### config.mk
export PLATFORM = sky130hd
export DESIGN_NAME = dpb_front_flat
export DESIGN_NICKNAME = d
export VERILOG_FILES = /design/src/rtl/depth_pixel_backprojection_macros.svh /design/src/rtl/dpb_pkg.sv /design/src/rtl/dpb_if.sv /design/src/rtl/dpb_front.sv /design/src/flat_wrapper.sv
export SDC_FILE = /design/constraint.sdc
export NUM_CORES = 1
export LEC_CHECK = 0
export BUFFER_PORTS_ARGS = -buffer_cell sky130_fd_sc_hd__buf_2
export CAP_MARGIN = 20
export CORE_ASPECT_RATIO = 1.2
export CORE_MARGIN = 2
export CORE_UTILIZATION = 46
export DETAILED_ROUTE_END_ITERATION = 10
export HOLD_SLACK_MARGIN = 0.12
export PLACE_DENSITY = 0.83
export SYNTH_ARGS = -nofsm -noshare
export SYNTH_HDL_FRONTEND = slang
export SYNTH_SLANG_ARGS = --single-unit
export TNS_END_PERCENT = 10
### constraint.sdc
create_clock -name clk_i -period 3 [get_ports clk_i]
set_input_delay 0.6 -clock clk_i [delete_from_list [all_inputs] [get_ports clk_i]]
set_output_delay 0.6 -clock clk_i [all_outputs]
set_load 0.01 [all_outputs]
### src/rtl/depth_pixel_backprojection_macros.svh
// Assertion macros shared by the depth pixel back-projection RTL.
`ifndef DEPTH_PIXEL_BACKPROJECTION_MACROS_SVH
`define DEPTH_PIXEL_BACKPROJECTION_MACROS_SVH

// Same-cycle implication, checked at every rising clock edge outside reset.
`define DPB_ASSERT_IMPL(label, clk, rst_n, ante, cons) \
  label: assert property (@(posedge clk) disable iff (!(rst_n)) (ante) |-> (cons)) \
    else $error("same-cycle property failed");

// Next-cycle implication, checked at every rising clock edge outside reset.
`define DPB_ASSERT_NEXT(label, clk, rst_n, ante, cons) \
  label: assert property (@(posedge clk) disable iff (!(rst_n)) (ante) |=> (cons)) \
    else $error("next-cycle property failed");

`endif

### src/rtl/dpb_pkg.sv
// Package with the widths, register indexes and shared types of the back-projection block.
`timescale 1ns / 1ps

package dpb_pkg;

  localparam int unsigned CoordInW  = 12;
  localparam int unsigned DepthInW  = 16;
  localparam int unsigned ColorW    = 8;
  localparam int unsigned PackW     = 24;
  localparam int unsigned PrincW    = 16;
  localparam int unsigned InvW      = 32;
  localparam int unsigned OffMagW   = 16;
  localparam int unsigned MagDepW   = 32;
  localparam int unsigned FullProdW = 64;
  localparam int unsigned FracShift = 36;
  localparam int unsigned OutCoordW = 29;
  localparam int unsigned CfgIdxW   = 8;
  localparam int unsigned CfgDataW  = 32;

  localparam logic [CfgIdxW-1:0] CfgPrincipalX = 8'd0;
  localparam logic [CfgIdxW-1:0] CfgPrincipalY = 8'd1;
  localparam logic [CfgIdxW-1:0] CfgInvFocalX  = 8'd2;
  localparam logic [CfgIdxW-1:0] CfgInvFocalY  = 8'd3;

  typedef struct packed {
    logic [PrincW-1:0] principal_x;
    logic [PrincW-1:0] principal_y;
    logic [InvW-1:0]   inv_focal_x;
    logic [InvW-1:0]   inv_focal_y;
  } dpb_cfg_t;

  // One classified pixel: offset magnitudes and signs, depth and packed colour.
  typedef struct packed {
    logic [OffMagW-1:0]  mag_x;
    logic                neg_x;
    logic [OffMagW-1:0]  mag_y;
    logic                neg_y;
    logic [DepthInW-1:0] depth;
    logic [PackW-1:0]    color;
  } dpb_item_t;

  typedef struct packed {
    logic full;
    logic empty;
  } dpb_q_status_t;

endpackage

### src/rtl/dpb_if.sv
// Channel interfaces of the back-projection block: pixels in, points out, register writes.
`timescale 1ns / 1ps

interface dpb_pixel_if import dpb_pkg::*; ();
  logic                valid;
  logic                ready;
  logic [CoordInW-1:0] pixel_row;
  logic [CoordInW-1:0] pixel_col;
  logic [DepthInW-1:0] depth_mm;
  logic [ColorW-1:0]   color_first;
  logic [ColorW-1:0]   color_second;
  logic [ColorW-1:0]   color_third;

  modport source (output valid, pixel_row, pixel_col, depth_mm, color_first, color_second,
                  color_third, input ready);
  modport sink (input valid, pixel_row, pixel_col, depth_mm, color_first, color_second,
                color_third, output ready);
endinterface


### src/rtl/dpb_front.sv
// Front end: accepts pixels, drops zero depths and forms the signed principal-point offsets.
`timescale 1ns / 1ps

module dpb_front import dpb_pkg::*; #(
  parameter int unsigned COORD_BITS = 12,
  parameter int unsigned DEPTH_BITS = 16
) (
  input  logic      clk_i,
  input  logic      rst_ni,
  dpb_pixel_if.sink pixel_i,
  input  dpb_cfg_t  cfg_i,
  input  logic      q_full_i,
  output logic      push_o,
  output dpb_item_t item_o
);

  localparam int unsigned CoordUse = (COORD_BITS < CoordInW) ? COORD_BITS : CoordInW;
  localparam logic [CoordInW-1:0] CoordMask = CoordInW'((1 << CoordUse) - 1);
  localparam logic [DepthInW-1:0] DepthMask = DepthInW'((1 << DEPTH_BITS) - 1);

  logic [CoordInW-1:0]   row_m, col_m;
  logic [DepthInW-1:0]   depth_m;
  logic signed [PrincW:0] off_x, off_y;
  logic [PrincW:0]       neg_off_x, neg_off_y;
  logic                  advance;
  logic                  f_vld_q;
  dpb_item_t             item_d, item_q;

  assign row_m   = pixel_i.pixel_row & CoordMask;
  assign col_m   = pixel_i.pixel_col & CoordMask;
  assign depth_m = pixel_i.depth_mm & DepthMask;

  // Pixel coordinate in Q.4 minus the Q12.4 principal point.
  assign off_x     = $signed({1'b0, col_m, 4'b0000}) - $signed({1'b0, cfg_i.principal_x});
  assign off_y     = $signed({1'b0, row_m, 4'b0000}) - $signed({1'b0, cfg_i.principal_y});
  assign neg_off_x = -off_x;
  assign neg_off_y = -off_y;

  always_comb begin
    item_d.neg_x = off_x[PrincW];
    item_d.neg_y = off_y[PrincW];
    item_d.mag_x = off_x[PrincW] ? neg_off_x[OffMagW-1:0] : off_x[OffMagW-1:0];
    item_d.mag_y = off_y[PrincW] ? neg_off_y[OffMagW-1:0] : off_y[OffMagW-1:0];
    item_d.depth = depth_m;
    item_d.color = {pixel_i.color_first, pixel_i.color_second, pixel_i.color_third};
  end

  assign push_o        = f_vld_q && !q_full_i;
  assign advance       = !f_vld_q || push_o;
  assign pixel_i.ready = advance;
  assign item_o        = item_q;

  always_ff @(posedge clk_i or negedge rst_ni) begin
    if (!rst_ni) begin
      f_vld_q <= 1'b0;
    end else if (advance) begin
      f_vld_q <= pixel_i.valid && (depth_m != '0);
    end
  end

  always_ff @(posedge clk_i) begin
    if (advance && pixel_i.valid) begin
      item_q <= item_d;
    end
  end

endmodule

### src/flat_wrapper.sv
// flat-port wrapper written by rule: the top's interface ports become plain ports
module dpb_front_flat import dpb_pkg::*;
#(
  parameter int unsigned COORD_BITS = 12,
  parameter int unsigned DEPTH_BITS = 16
)
  (clk_i, rst_ni, cfg_i, q_full_i, push_o, item_o, pixel_i_valid, pixel_i_pixel_row, pixel_i_pixel_col, pixel_i_depth_mm, pixel_i_color_first, pixel_i_color_second, pixel_i_color_third, pixel_i_ready);
  dpb_pixel_if pixel_i_i ();
  input  logic clk_i;
  input  logic rst_ni;
  input  dpb_cfg_t cfg_i;
  input  logic q_full_i;
  output logic push_o;
  output dpb_item_t item_o;
  input wire logic [$bits(pixel_i_i.valid)-1:0] pixel_i_valid;
  input wire logic [$bits(pixel_i_i.pixel_row)-1:0] pixel_i_pixel_row;
  input wire logic [$bits(pixel_i_i.pixel_col)-1:0] pixel_i_pixel_col;
  input wire logic [$bits(pixel_i_i.depth_mm)-1:0] pixel_i_depth_mm;
  input wire logic [$bits(pixel_i_i.color_first)-1:0] pixel_i_color_first;
  input wire logic [$bits(pixel_i_i.color_second)-1:0] pixel_i_color_second;
  input wire logic [$bits(pixel_i_i.color_third)-1:0] pixel_i_color_third;
  output wire logic [$bits(pixel_i_i.ready)-1:0] pixel_i_ready;
  assign pixel_i_i.valid = pixel_i_valid;
  assign pixel_i_i.pixel_row = pixel_i_pixel_row;
  assign pixel_i_i.pixel_col = pixel_i_pixel_col;
  assign pixel_i_i.depth_mm = pixel_i_depth_mm;
  assign pixel_i_i.color_first = pixel_i_color_first;
  assign pixel_i_i.color_second = pixel_i_color_second;
  assign pixel_i_i.color_third = pixel_i_color_third;
  assign pixel_i_ready = pixel_i_i.ready;
  dpb_front #(.COORD_BITS(COORD_BITS), .DEPTH_BITS(DEPTH_BITS)) u_core (.clk_i(clk_i), .rst_ni(rst_ni), .pixel_i(pixel_i_i), .cfg_i(cfg_i), .q_full_i(q_full_i), .push_o(push_o), .item_o(item_o));
endmodule
==> impl_metrics.csv <==
group,metric,value,unit
placed_design,dpl_worst_slack,-0.219,ns
drt,topRoutingLayerUsed,"met4",
setup_path,required,3.08,ns
placed_design,place.port_buffers,175,
min_path,worstHoldPathType,"primary input to register",
yosys,yosysTopAreaCellShare,0.481,
power,power_switching,0.947,mW
outcome,status,"complete, no violations",
setup_path,r2r_slack,1.64,ns
cts,cts_tree,"yes",
yosys,synth_top_area_cell,"edfxtp_1",
yosys,synth_nets,599,
yosys,ys_ff_latch,75,
yosys,synthFlopType,"edfxtp_1",
sta,hold_viol,0,
drt,wirelength,12000,µm
cts,cts_buffer_depth,2,
setup_path,cp.arrival,2.90,ns
sta,setup_ws,0.184,ns
setup_path,path_class,"primary input to register",
global_route,grt_overflow_total,0,
yosys,synthArstFlopShare,0.0133,
sta,relSlewSlack,0.626,
drt,wl_met1,4670,µm
floorplan,core_area,9910,µm²
yosys,synth_area_leaders,"edfxtp_1, xnor2_1, ha_1",
global_route,antenna_found_initial,1,
setup_path,critical_path.max_fanout,7,
placed_design,dp_hpwl,9160,µm
setup_path,setup.worst_path.end_class,"register",
power,power_frac_seq,0.397,
floorplan,die_w,95.5,µm
yosys,ys_seq_area_frac,0.486,
sta,finalCritPeriodShare,0.939,
drt,wl_met2,6140,µm
yosys,yosysWarnings,0,
power,p_sw_frac,0.285,
yosys,synthCells,409,
power,p_per_area,529,nW/µm²
sta,finalSetupViolCount,0,
floorplan,io_pins,240,
cts,worstSkewPairLatency,0.34,ns
floorplan,initial_utilization,0.466,
layout,area_delta_synth_final,35.7,%
global_route,grt_max_degree,75,
yosys,postSynthAreaPerCell,11.3,µm²
cts,h-tree-depth,3,
floorplan,dieArea,10900,µm²
drt,wl_per_cell,15.8,µm
cts,clockRootBuffer,"clkbuf_16",
setup_path,slowest_stage,"ha_1",
setup_path,critical-path-max-stage-delay,0.40,ns
yosys,yosysUniqueCellTypes,71,
setup_path,crit_chain,"buf_2, ha_1, a21o_1, a221oi_2, o21ai_0, xnor2_1, o2111ai_2, o41ai_2, xnor2_1",
power,internal_power,2.37,mW
global_route,first_global_vias,3884,
cts,clk_pin_slew,0.06,ns
sta,tns,0,ns
power,vdd_drop_max,0.000360,V
sta,rsz0062_at_grt,"no",
sta,finClkSkew,0.00722,ns
sta,fmax,0.355,GHz
sta,finalMaxSlewViolations,0,
yosys,synth-edff-count,74,
drt,drt-initial-drc-count,231,
cts,cts_made_buffers,9,
setup_path,worst_setup_path_start_kind,"primary input",
setup_path,crit_top_cell,"xnor2_1",
power,power_frac_comb,0.280,
floorplan,fp-row-count,40,
cts,clock-sinks,75,
yosys,synth_area,4620,µm²
flow_run,maxCapViolations,0,
drt,drt_pass1_iterations,4,
placed_design,gp_congestion,0.880,
power,leakage,2.78,nW
layout,drive_gt1_frac,0.404,
drt,ant_nets,0,
sta,worst_pin_slew,0.555,ns
sta,post-route-min-period,2.82,ns
global_route,track_usage,0.218,
floorplan,die_y,114,µm
drt,via_per_inst,5.29,
power,pwr-share-clk,0.324,
drt,dr_wl_met3,969,µm
drt,drc,0,
drt,num_vias,4023,
global_route,grt_pass1_wl,18500,µm
layout,nets,819,
-- per-layer routing --
metal  vias up  track usage
met4         0       0.0771
met2       179        0.385
met1      1847        0.258
met3        14       0.0502
li1       1983            -
met5         -            0
-- sequential cells by signal, indices dropped and copies added, names as in the netlist --
| signal | flops |
|---|---|
| u_core.f_vld_q | 1 |
| u_core.item_o | 74 |
-- synthesized netlist by cell type (all sizes together), types with 3 or more instances --
master   instances
or4              3
a21o            11
edfxtp          74
nand4            4
o22ai            4
o21a             4
xnor2           38
nand3            6
o211ai           3
a311oi           3
clkbuf           4
nor3             9
a2111oi          3
or2              3
inv             33
o31ai            5
a211oi           5
a221oi           3
nor2b            6
or3              5
nor4             6
nand2           26
mux2i            6
ha              26
a21oi           19
nand2b           5
xor2            12
buf              7
and2             6
nor2            21
and3             3
o21ai           12
-- worst paths after layout --
| kind | start | end | cells past startpoint |
|---|---|---|---|
| max | pixel_i_pixel_col[1] | u_core.item_o[73] | 9 |
| min | pixel_i_color_first[0] | u_core.item_o[16] | 1 |
| max reg2reg | u_core.f_vld_q | u_core.item_o[60] | 3 |
| min reg2reg | u_core.f_vld_q | u_core.f_vld_q | 2 |
| max in group asynchronous | rst_ni | u_core.f_vld_q | 2 |
| min in group asynchronous | rst_ni | u_core.f_vld_q | 2 |
-- power groups by stage --
stage | sequential, mW | combinational (mW) | clock (mW)
after floorplan | 1.39 | 0.507 | 0
after global placement | 1.33 | 0.883 | 0
after detailed placement | 1.34 | 0.919 | 0
after CTS | 1.32 | 0.926 | 1.10
after global routing | 1.32 | 1.02 | 1.15
final | 1.32 | 0.928 | 1.07
-- final cells by class --
type	instances	area, µm²
repair buffers	220	1240
clock buffers	9	225
flip-flops and latches	75	2250
well taps	126	158
diodes	1	2.50
multi-input cells	290	2200
inverters	33	124
fillers	776	3640
clock inverters	7	75.1
-- cell families after synthesis --
group | Yosys count | synth area share
adders and majority gates | 26 | 0.0704
DFF | 75 | 0.486
muxes | 6 | 0.0130
AOI/OAI and AO/OA | 97 | 0.164
buffers and inverters | 44 | 0.0403
xor gates and xnor gates | 50 | 0.0964
and+or+nand+nor | 111 | 0.130
-- cells in the final DEF, fill, tap and decap left out, drive strengths merged, types with 4 or more instances in the layout --
cell    Yosys  layout
edfxtp     74      74
nor4        6       6
o22ai       4       4
nand4       4       4
ha         26      26
nand2      26      26
buf         7     219
o21a        4       4
a211oi      5       5
a21oi      19      19
nor2b       6       6
nor3        9       9
o21ai      12      12
nor2       21      21
mux2i       6       6
o31ai       5       5
and2        6       6
nand3       6       6
or3         5       5
inv        33      35
nand2b      5       5
xor2       12      12
xnor2      38      38
clkbuf      4       9
a21o       11      11
-- through the flow --
step | power (mW) | instances | hold slack [ns] | util | cell area (µm²)
2_1_floorplan | 1.90 | 409 | 0.304 | - | 4620
3_3_place_gp | 2.22 | 743 | 0.375 | 0.600 | 5950
3_5_place_dp | 2.26 | 743 | 0.377 | 0.600 | 5950
4_1_cts | 3.35 | 760 | 0.422 | 0.632 | 6260
5_1_grt | 3.49 | 760 | 0.423 | 0.632 | 6270
6_report | 3.32 | 761 | 0.433 | 0.633 | 6270
-- timing repair --
action	4_1_cts	5_1_grt
resized for setup	0	2
endpoints found under the setup margin	0	2
endpoints found under the hold margin	1	0
hold buffers	1	0
setup buffers	0	0
-- critical path, delay by kind of cell --
kind	cells	cell delay (ns)
XOR/XNOR	2	0.41
adder cells (fa/ha/maj)	1	0.40
AO/OA/AOI/OAI	5	1.39
buffers and inverters	1	0.10
No activity file was read; power rests on OpenSTA's default activity.
