$ cat config.mk
export PLATFORM = sky130hd
export DESIGN_NAME = dpb_queue
export DESIGN_NICKNAME = d
export VERILOG_FILES = /design/src/rtl/depth_pixel_backprojection_macros.svh /design/src/rtl/dpb_pkg.sv /design/src/rtl/dpb_queue.sv
export SDC_FILE = /design/constraint.sdc
export NUM_CORES = 1
export LEC_CHECK = 0
export CAP_MARGIN = 20
export CORE_AREA = 2 2 142 144
export CTS_BUF_LIST = sky130_fd_sc_hd__clkbuf_8 sky130_fd_sc_hd__clkbuf_16
export CTS_CLUSTER_DIAMETER = 40
export DETAILED_ROUTE_END_ITERATION = 10
export DIE_AREA = 0 0 144 146
export DONT_BUFFER_PORTS = 1
export PLACE_DENSITY = 0.73
export REMOVE_ABC_BUFFERS = 1
export SETUP_SLACK_MARGIN = 0.02
export SYNTH_ARGS = -nofsm -noshare
export SYNTH_HDL_FRONTEND = slang
export SYNTH_SLANG_ARGS = --single-unit
export TNS_END_PERCENT = 100
$ cat constraint.sdc
create_clock -name clk_i -period 4 [get_ports clk_i]
set_clock_uncertainty 0.1 [all_clocks]
set_input_delay 0.2 -clock clk_i [delete_from_list [all_inputs] [get_ports clk_i]]
set_output_delay 0.2 -clock clk_i [all_outputs]
set_load 0.1 [all_outputs]
$ cat src/rtl/depth_pixel_backprojection_macros.svh
// Assertion macros shared by the depth pixel back-projection RTL.
`ifndef DEPTH_PIXEL_BACKPROJECTION_MACROS_SVH
`define DEPTH_PIXEL_BACKPROJECTION_MACROS_SVH

// Same-cycle implication, checked at every rising clock edge outside reset.
`define DPB_ASSERT_IMPL(label, clk, rst_n, ante, cons) \
  label: assert property (@(posedge clk) disable iff (!(rst_n)) (ante) |-> (cons)) \
    else $error("same-cycle property failed");

// Next-cycle implication, checked at every rising clock edge outside reset.
`define DPB_ASSERT_NEXT(label, clk, rst_n, ante, cons) \
  label: assert property (@(posedge clk) disable iff (!(rst_n)) (ante) |=> (cons)) \
    else $error("next-cycle property failed");

`endif

$ cat src/rtl/dpb_pkg.sv
// Package with the widths, register indexes and shared types of the back-projection block.
`timescale 1ns / 1ps

package dpb_pkg;

  localparam int unsigned CoordInW  = 12;
  localparam int unsigned DepthInW  = 16;
  localparam int unsigned ColorW    = 8;
  localparam int unsigned PackW     = 24;
  localparam int unsigned PrincW    = 16;
  localparam int unsigned InvW      = 32;
  localparam int unsigned OffMagW   = 16;
  localparam int unsigned MagDepW   = 32;
  localparam int unsigned FullProdW = 64;
  localparam int unsigned FracShift = 36;
  localparam int unsigned OutCoordW = 29;
  localparam int unsigned CfgIdxW   = 8;
  localparam int unsigned CfgDataW  = 32;

  localparam logic [CfgIdxW-1:0] CfgPrincipalX = 8'd0;
  localparam logic [CfgIdxW-1:0] CfgPrincipalY = 8'd1;
  localparam logic [CfgIdxW-1:0] CfgInvFocalX  = 8'd2;
  localparam logic [CfgIdxW-1:0] CfgInvFocalY  = 8'd3;

  typedef struct packed {
    logic [PrincW-1:0] principal_x;
    logic [PrincW-1:0] principal_y;
    logic [InvW-1:0]   inv_focal_x;
    logic [InvW-1:0]   inv_focal_y;
  } dpb_cfg_t;

  // One classified pixel: offset magnitudes and signs, depth and packed colour.
  typedef struct packed {
    logic [OffMagW-1:0]  mag_x;
    logic                neg_x;
    logic [OffMagW-1:0]  mag_y;
    logic                neg_y;
    logic [DepthInW-1:0] depth;
    logic [PackW-1:0]    color;
  } dpb_item_t;

  typedef struct packed {
    logic full;
    logic empty;
  } dpb_q_status_t;

endpackage

$ cat src/rtl/dpb_queue.sv
// Short queue of classified pixels between the front end and the arithmetic back end.
`timescale 1ns / 1ps

module dpb_queue import dpb_pkg::*; (
  input  logic          clk_i,
  input  logic          rst_ni,
  input  logic          push_i,
  input  dpb_item_t     item_i,
  input  logic          pop_i,
  output dpb_item_t     item_o,
  output dpb_q_status_t status_o
);

  localparam int unsigned Depth = 4;
  localparam int unsigned PtrW  = $clog2(Depth);

  dpb_item_t         slot_q [Depth];
  logic [PtrW-1:0]   wr_ptr_q, rd_ptr_q;
  logic [PtrW:0]     count_q;

  assign status_o.full  = (count_q == (PtrW+1)'(Depth));
  assign status_o.empty = (count_q == '0);
  assign item_o         = slot_q[rd_ptr_q];

  always_ff @(posedge clk_i or negedge rst_ni) begin
    if (!rst_ni) begin
      wr_ptr_q <= '0;
      rd_ptr_q <= '0;
      count_q  <= '0;
    end else begin
      if (push_i) begin
        wr_ptr_q <= wr_ptr_q + 1'b1;
      end
      if (pop_i) begin
        rd_ptr_q <= rd_ptr_q + 1'b1;
      end
      if (push_i && !pop_i) begin
        count_q <= count_q + 1'b1;
      end else if (pop_i && !push_i) begin
        count_q <= count_q - 1'b1;
      end
    end
  end

  always_ff @(posedge clk_i) begin
    if (push_i) begin
      slot_q[wr_ptr_q] <= item_i;
    end
  end

endmodule

==> results of run 1 <==
==> path summary, 6_finish.rpt <==
check                           endpoint  slack, ps
max reg2reg                slot_q[3][26]       1830
max in group asynchronous    rd_ptr_q[0]       3030
min in group asynchronous     count_q[2]        490
min                         slot_q[1][1]        170
max                            item_o[2]        950
min reg2reg                   count_q[2]        430
==> cell type report <==
cell class	instances	area, um2	area share
inverter	4	15.0	0.00113
clock inverter	21	144	0.0108
sequential	303	9070	0.682
timing repair buffer	87	936	0.0703
multi-input combinational	97	1890	0.142
tap	265	332	0.0249
clock buffer	37	926	0.0696
==> synth_stat cells, drive strengths merged <==
library cell  instances
edfxtp              296
mux4                 74
buf                  15
dfrtp                 7
ha                    5
and2                  4
inv                   4
xor2                  4
clkbuf                2
nand2                 2
xnor2                 2
fa                    1
mux2                  1
nor2                  1
nor3                  1
nor3b                 1
o21ai                 1
==> repair_timing <==
| item | in CTS | in global routing |
|---|---|---|
| endpoints found under the setup margin | 0 | 0 |
| hold endpoints to repair | 308 | 0 |
| hold buffers | 78 | 0 |
==> routing by layer <==
metal | vias up | track usage | share of wire
met3 | 30 | 0.0553 | 0.080
met1 | 2432 | 0.247 | 0.39
met5 | - | 0 | 0
met4 | 0 | 0.0642 | 0.020
li1 | 2023 | - | -
met2 | 186 | 0.311 | 0.51
==> kinds of logic (layout without fill, tap and decap cells) <==
kind of cell | count (synthesis) | after routing | share of synthesized area
AOI/OAI and AO/OA | 1 | 1 | 0.000450
xor gates and xnor gates | 6 | 6 | 0.00473
adders and majority gates | 6 | 6 | 0.00743
buffers and inverters | 21 | 149 | 0.0168
DFF | 303 | 303 | 0.815
muxes | 75 | 75 | 0.151
and+or+nand+nor | 9 | 9 | 0.00439
==> per-stage QoR <==
stage	hold WS (ps)	instance area, um2	worst slack [ps]	setup TNS [ps]	instances
after floorplan	-196	10900	-205	-15140	404
after global placement	-195	11400	1380	0	675
after detailed placement	-195	11500	1380	0	678
after CTS	153	13300	837	0	814
after global routing	178	13300	749	0	814
final	166	13300	954	0	814
==> state kept, by name (all words and copies together), names as in the netlist <==
register,flops
slot_q,296
rd_ptr_q,2
count_q,3
wr_ptr_q,2
==> summary.md, run 1 <==
| Metric | Value |
|---|---|
| Status | complete, no violations |
| Largest net degree at the start of global routing | 76 |
| Core Util, Final | 0.688 |
| Core Area | 19300 um2 |
| Final hold violations | 0 |
| Nets | 612 |
| First-pass GRT wire length | 29.8 mm |
| Final setup vio count | 0 |
| Ys Warns | 0 |
| Drt wl/cell | 23.6 um |
| Fill cells | 1166 |
| Largest delay share family, worst path | flip-flops |
| Initial antenna violation count | 0 |
| DR pass1 iterations | 4 |
| Worst r2r src | wr_ptr_q[0] |
| Slowest cell on the critical path | dfrtp_4 |
| Unique masters post-synth | 20 |
| Slew margin rel. | 0.254 |
| Gates resized, CTS repair | 0 |
| WP data arrival | 2750 ps |
| Setup Crit Path Kind | flop to output pin |
| Largest stage delay, worst path | 1000 ps |
| H-tree levels | 2 |
| Die height | 146 um |
| Worst-Margin Slew | 1120 ps |
| Row count | 51 |
| CP max FO | 42 |
| Clk root buf | clkbuf_16 |
| Die width | 144 um |
| Worst hold start | push_i |
| 1st-iter DRT viols | 356 |
| CTS max path bufs | 3 |
| Area grow syn2layout | 19.7% |
| Crit path cell chain | buf_4, mux4_2 |
| R2R depth | 3 |
| Num CTS Buffers | 35 |
| Synthesized cell area | 11100 um2 |
| CTS tree | yes |
| RSZ-0062 raised after global routing | no |
| Max Clock Freq | 328 MHz |
| Commonest cells after routing, fill and taps aside | 296 x edfxtp_1, 78 x dlygate4sd3_1, 74 x mux4_2, 39 x clkbuf_16, 12 x inv_1 |
| Clock sinks | 303 |
| Hold Path Class | primary input to flop |
| Share of layout cells above drive strength 1 | 0.257 |
| Critical Path RT | 3700 ps |
| Inserted Diodes | 0 |
| Syn Inst Count | 421 |
| Worst-path clk slew | 60 ps |
| Top cell type's share of synthesized area | 0.800 |
| Clk Latency, worst-skew pair | 480 ps |
| Final worst path period share | 0.761 |
| Setup crit start | rd_ptr_q[0] |
| Most common cell after layout, fill and taps aside | edfxtp_1 |
| Final min period | 3050 ps |
| Worst Path Buf+Inv | 1 |
| Ports | 154 |
| Avg Cell Area, Syn | 26.4 um2 |
| Hold path depth | 1 |
| Post-synthesis sequential area ratio | 0.815 |
| Total grt overflow | 0 |
| Final Max Tran Viols | 0 |
| Detail Route Antenna Nets | 0 |
| Kind of start point of the critical path | flop |
| Vias per cell | 5.74 |
| GR Util All Layers | 0.190 |
| Top post-synthesis cells by area | edfxtp_1 80%, mux4_2 15%, dfrtp_1 1.6% |
| Buffer count from post-CTS setup fixing | 0 |
| Die area | 21000 um2 |
| Crit end category | output pin |
| PortBufs | 0 |
| Cell taking the most area after synthesis | edfxtp_1 |
| RD Place Congestion | 0.720 |
| Drt drc | 0 |
| DR vias | 4671 |
| DP HPWL | 10.9 mm |
| Max-cap viol count | 0 |
| Initial Utilization | 0.575 |
| CP Depth | 2 |
| Vias in the first global route | 5252 |
| Final wirelength | 19.2 mm |
| Yosys reg bits | 303 |
Power of run 1 is not shown: default switching activity piles up to over one toggle a cycle in this logic, so the estimate is an artifact.
==> inputs of run 2 (changes only) <==
--- a/config.mk
+++ b/config.mk
@@ -6,13 +6,13 @@
 export NUM_CORES = 1
 export LEC_CHECK = 0
 export CAP_MARGIN = 20
-export CORE_AREA = 2 2 142 144
+export CORE_AREA = 2 2 144 146
 export CTS_BUF_LIST = sky130_fd_sc_hd__clkbuf_8 sky130_fd_sc_hd__clkbuf_16
 export CTS_CLUSTER_DIAMETER = 40
 export DETAILED_ROUTE_END_ITERATION = 10
-export DIE_AREA = 0 0 144 146
+export DIE_AREA = 0 0 146 148
 export DONT_BUFFER_PORTS = 1
-export PLACE_DENSITY = 0.73
+export PLACE_DENSITY = 0.74
 export REMOVE_ABC_BUFFERS = 1
 export SETUP_SLACK_MARGIN = 0.02
 export SYNTH_ARGS = -nofsm -noshare
==> constraint.sdc (replaced) <==
create_clock -name clk_i -period 2.8 [get_ports clk_i]
set_clock_uncertainty 0.1 [all_clocks]
set_input_delay 0.14 -clock clk_i [delete_from_list [all_inputs] [get_ports clk_i]]
set_output_delay 0.14 -clock clk_i [all_outputs]
set_load 0.1 [all_outputs]
==> summary.md, run 2 (synthesized netlist as in run 1, its figures left out) <==
| Metric | Value |
|---|---|
| Status | complete, no violations (unchanged) |
| Clk root buf | clkbuf_16 (unchanged) |
| Area grow syn2layout | 21.3% (was 19.7%) |
| Clk Latency, worst-skew pair | 480 ps (about the same) |
| Final setup vio count | 0 (unchanged) |
| Drt drc | 0 (unchanged) |
| Final min period | 2630 ps |
| RSZ-0062 raised after global routing | no (unchanged) |
| Worst-path clk slew | 60 ps (about the same) |
| Nets | 624 (was 612) |
| Ports | 154 (unchanged) |
| Crit path cell chain | buf_12, mux4_2 (was buf_4, mux4_2) |
| Die width | 146 um (was 144 um) |
| Drt wl/cell | 24.5 um (was 23.6 um) |
| Core Area | 20000 um2 (was 19300 um2) |
| Crit end category | output pin (unchanged) |
| Non-Filler Instances | 836 (was 814) |
| Initial antenna violation count | 2 (was 0) |
| Cell Count Post-Placement | 694 (was 678) |
| Gates resized, CTS repair | 0 (unchanged) |
| Setup Crit Path Kind | flop to output pin (unchanged) |
| Clock sinks | 303 (unchanged) |
| DR vias | 4776 (was 4671) |
| WP data arrival | 2390 ps (was 2750 ps) |
| Final hold violations | 0 (unchanged) |
| RD Place Congestion | 0.701 (was 0.720) |
| Largest net degree at the start of global routing | 39 (was 76) |
| Share of layout cells above drive strength 1 | 0.278 (was 0.257) |
| Slew margin rel. | 0.623 (was 0.254) |
| Most common cell after layout, fill and taps aside | edfxtp_1 (unchanged) |
| CTS max path bufs | 3 (unchanged) |
| Die area | 21600 um2 (was 21000 um2) |
| Kind of start point of the critical path | flop (unchanged) |
| Hold Path Class | primary input to flop (unchanged) |
| First-pass GRT wire length | 31.5 mm (was 29.8 mm) |
| Worst hold start | push_i (unchanged) |
| Cts hold-fix bufs | 78 (unchanged) |
| Total grt overflow | 0 (unchanged) |
| Worst-Margin Slew | 567 ps (was 1120 ps) |
| H-tree levels | 2 (unchanged) |
| Row count | 52 (was 51) |
| Hold path depth | 1 (unchanged) |
| R2R depth | 4 (was 3) |
| CTS tree | yes (unchanged) |
| DR pass1 iterations | 5 (was 4) |
| Initial Utilization | 0.555 (was 0.575) |
| Largest stage delay, worst path | 820 ps (was 1000 ps) |
| R2R Setup Slk | 850 ps (was 1830 ps) |
| Buffer count from post-CTS setup fixing | 0 (unchanged) |
| Num CTS Buffers | 36 (was 35) |
| Largest register FFs | 296 (unchanged) |
| Die height | 148 um (was 146 um) |
| Worst r2r src | wr_ptr_q[0] (unchanged) |
| 1st-iter DRT viols | 372 (was 356) |
| CP max FO | 24 (was 42) |
| Commonest cells after routing, fill and taps aside | 296 x edfxtp_1, 78 x dlygate4sd3_1, 74 x mux4_2, 39 x clkbuf_16, 12 x buf_4 (was 296 x edfxtp_1, 78 x dlygate4sd3_1, 74 x mux4_2, 39 x clkbuf_16, 12 x inv_1) |
| Final Max Tran Viols | 0 (unchanged) |
| Vias per cell | 5.71 (was 5.74) |
| Vias in the first global route | 5379 (was 5252) |
| PortBufs | 0 (unchanged) |
| Final worst path period share | 0.938 |
| Reg-to-Reg End | slot_q[2][50] (was slot_q[3][26]) |
| Top reg by flops | slot_q (unchanged) |
| Critical Path RT | 2560 ps (was 3700 ps) |
| Max-cap viol count | 0 (unchanged) |
| Slowest cell on the critical path | mux4_2 (was dfrtp_4) |
| GR Util All Layers | 0.195 (was 0.190) |
| Max Clock Freq | 381 MHz |
| Worst Hold End | slot_q[1][62] (was slot_q[1][1]) |
| Final wirelength | 20.4 mm (was 19.2 mm) |
| DP HPWL | 12.1 mm (was 10.9 mm) |
| Biggest regs | slot_q: 296 flops, count_q: 3 flops (unchanged) |
| Detail Route Antenna Nets | 0 (unchanged) |
run 2: cell type report:
type / count / area, um2
Timing Repair Buffer: 98 / 1040
Clock inverter: 25 / 201
Inverter: 4 / 15.0
Sequential cell: 303 / 9070
Multi-Input combinational cell: 97 / 1890
Clock buffer: 37 / 926
Tap cell: 270 / 338
Fill cell: 1276 / 6560
Antenna cell: 2 / 5.00
run 2: metal layers:
metal  global-route usage  part of all wire
met4               0.0573             0.019
met5                    0                 0
met2                0.330              0.51
met3               0.0667             0.084
met1                0.244              0.39
run 2: worst max path at each step:
stage | end | start | slack [ps]
after floorplan | item_o[0] | rd_ptr_q[0] | -1340
after global placement | item_o[21] | rd_ptr_q[0] | 640
after detailed placement | item_o[21] | rd_ptr_q[0] | 630
after CTS | item_o[13] | rd_ptr_q[0] | 110
after global routing | item_o[13] | rd_ptr_q[0] | 40
final | item_o[51] | rd_ptr_q[0] | 170
run 2: critical path: cells and delay by family, from the launching register on:
family / cells / cell delay [ps]
buf+inv: 1 / 290
flops: 1 / 760
mux: 1 / 820
run 2: stage by stage:
step	hold slack (ps)	instance area, um2	utilization	setup WS [ps]	setup TNS, ps
floorplan	-256	10900	-	-1340	-118640
global placement	-255	11600	0.577	637	0
detailed placement	-255	11600	0.577	626	0
CTS	58.1	13500	0.673	106	0
global route	79.9	13500	0.673	39.0	0
finish	72.9	13500	0.673	174	0
Power of run 2 is left out for the same reason.
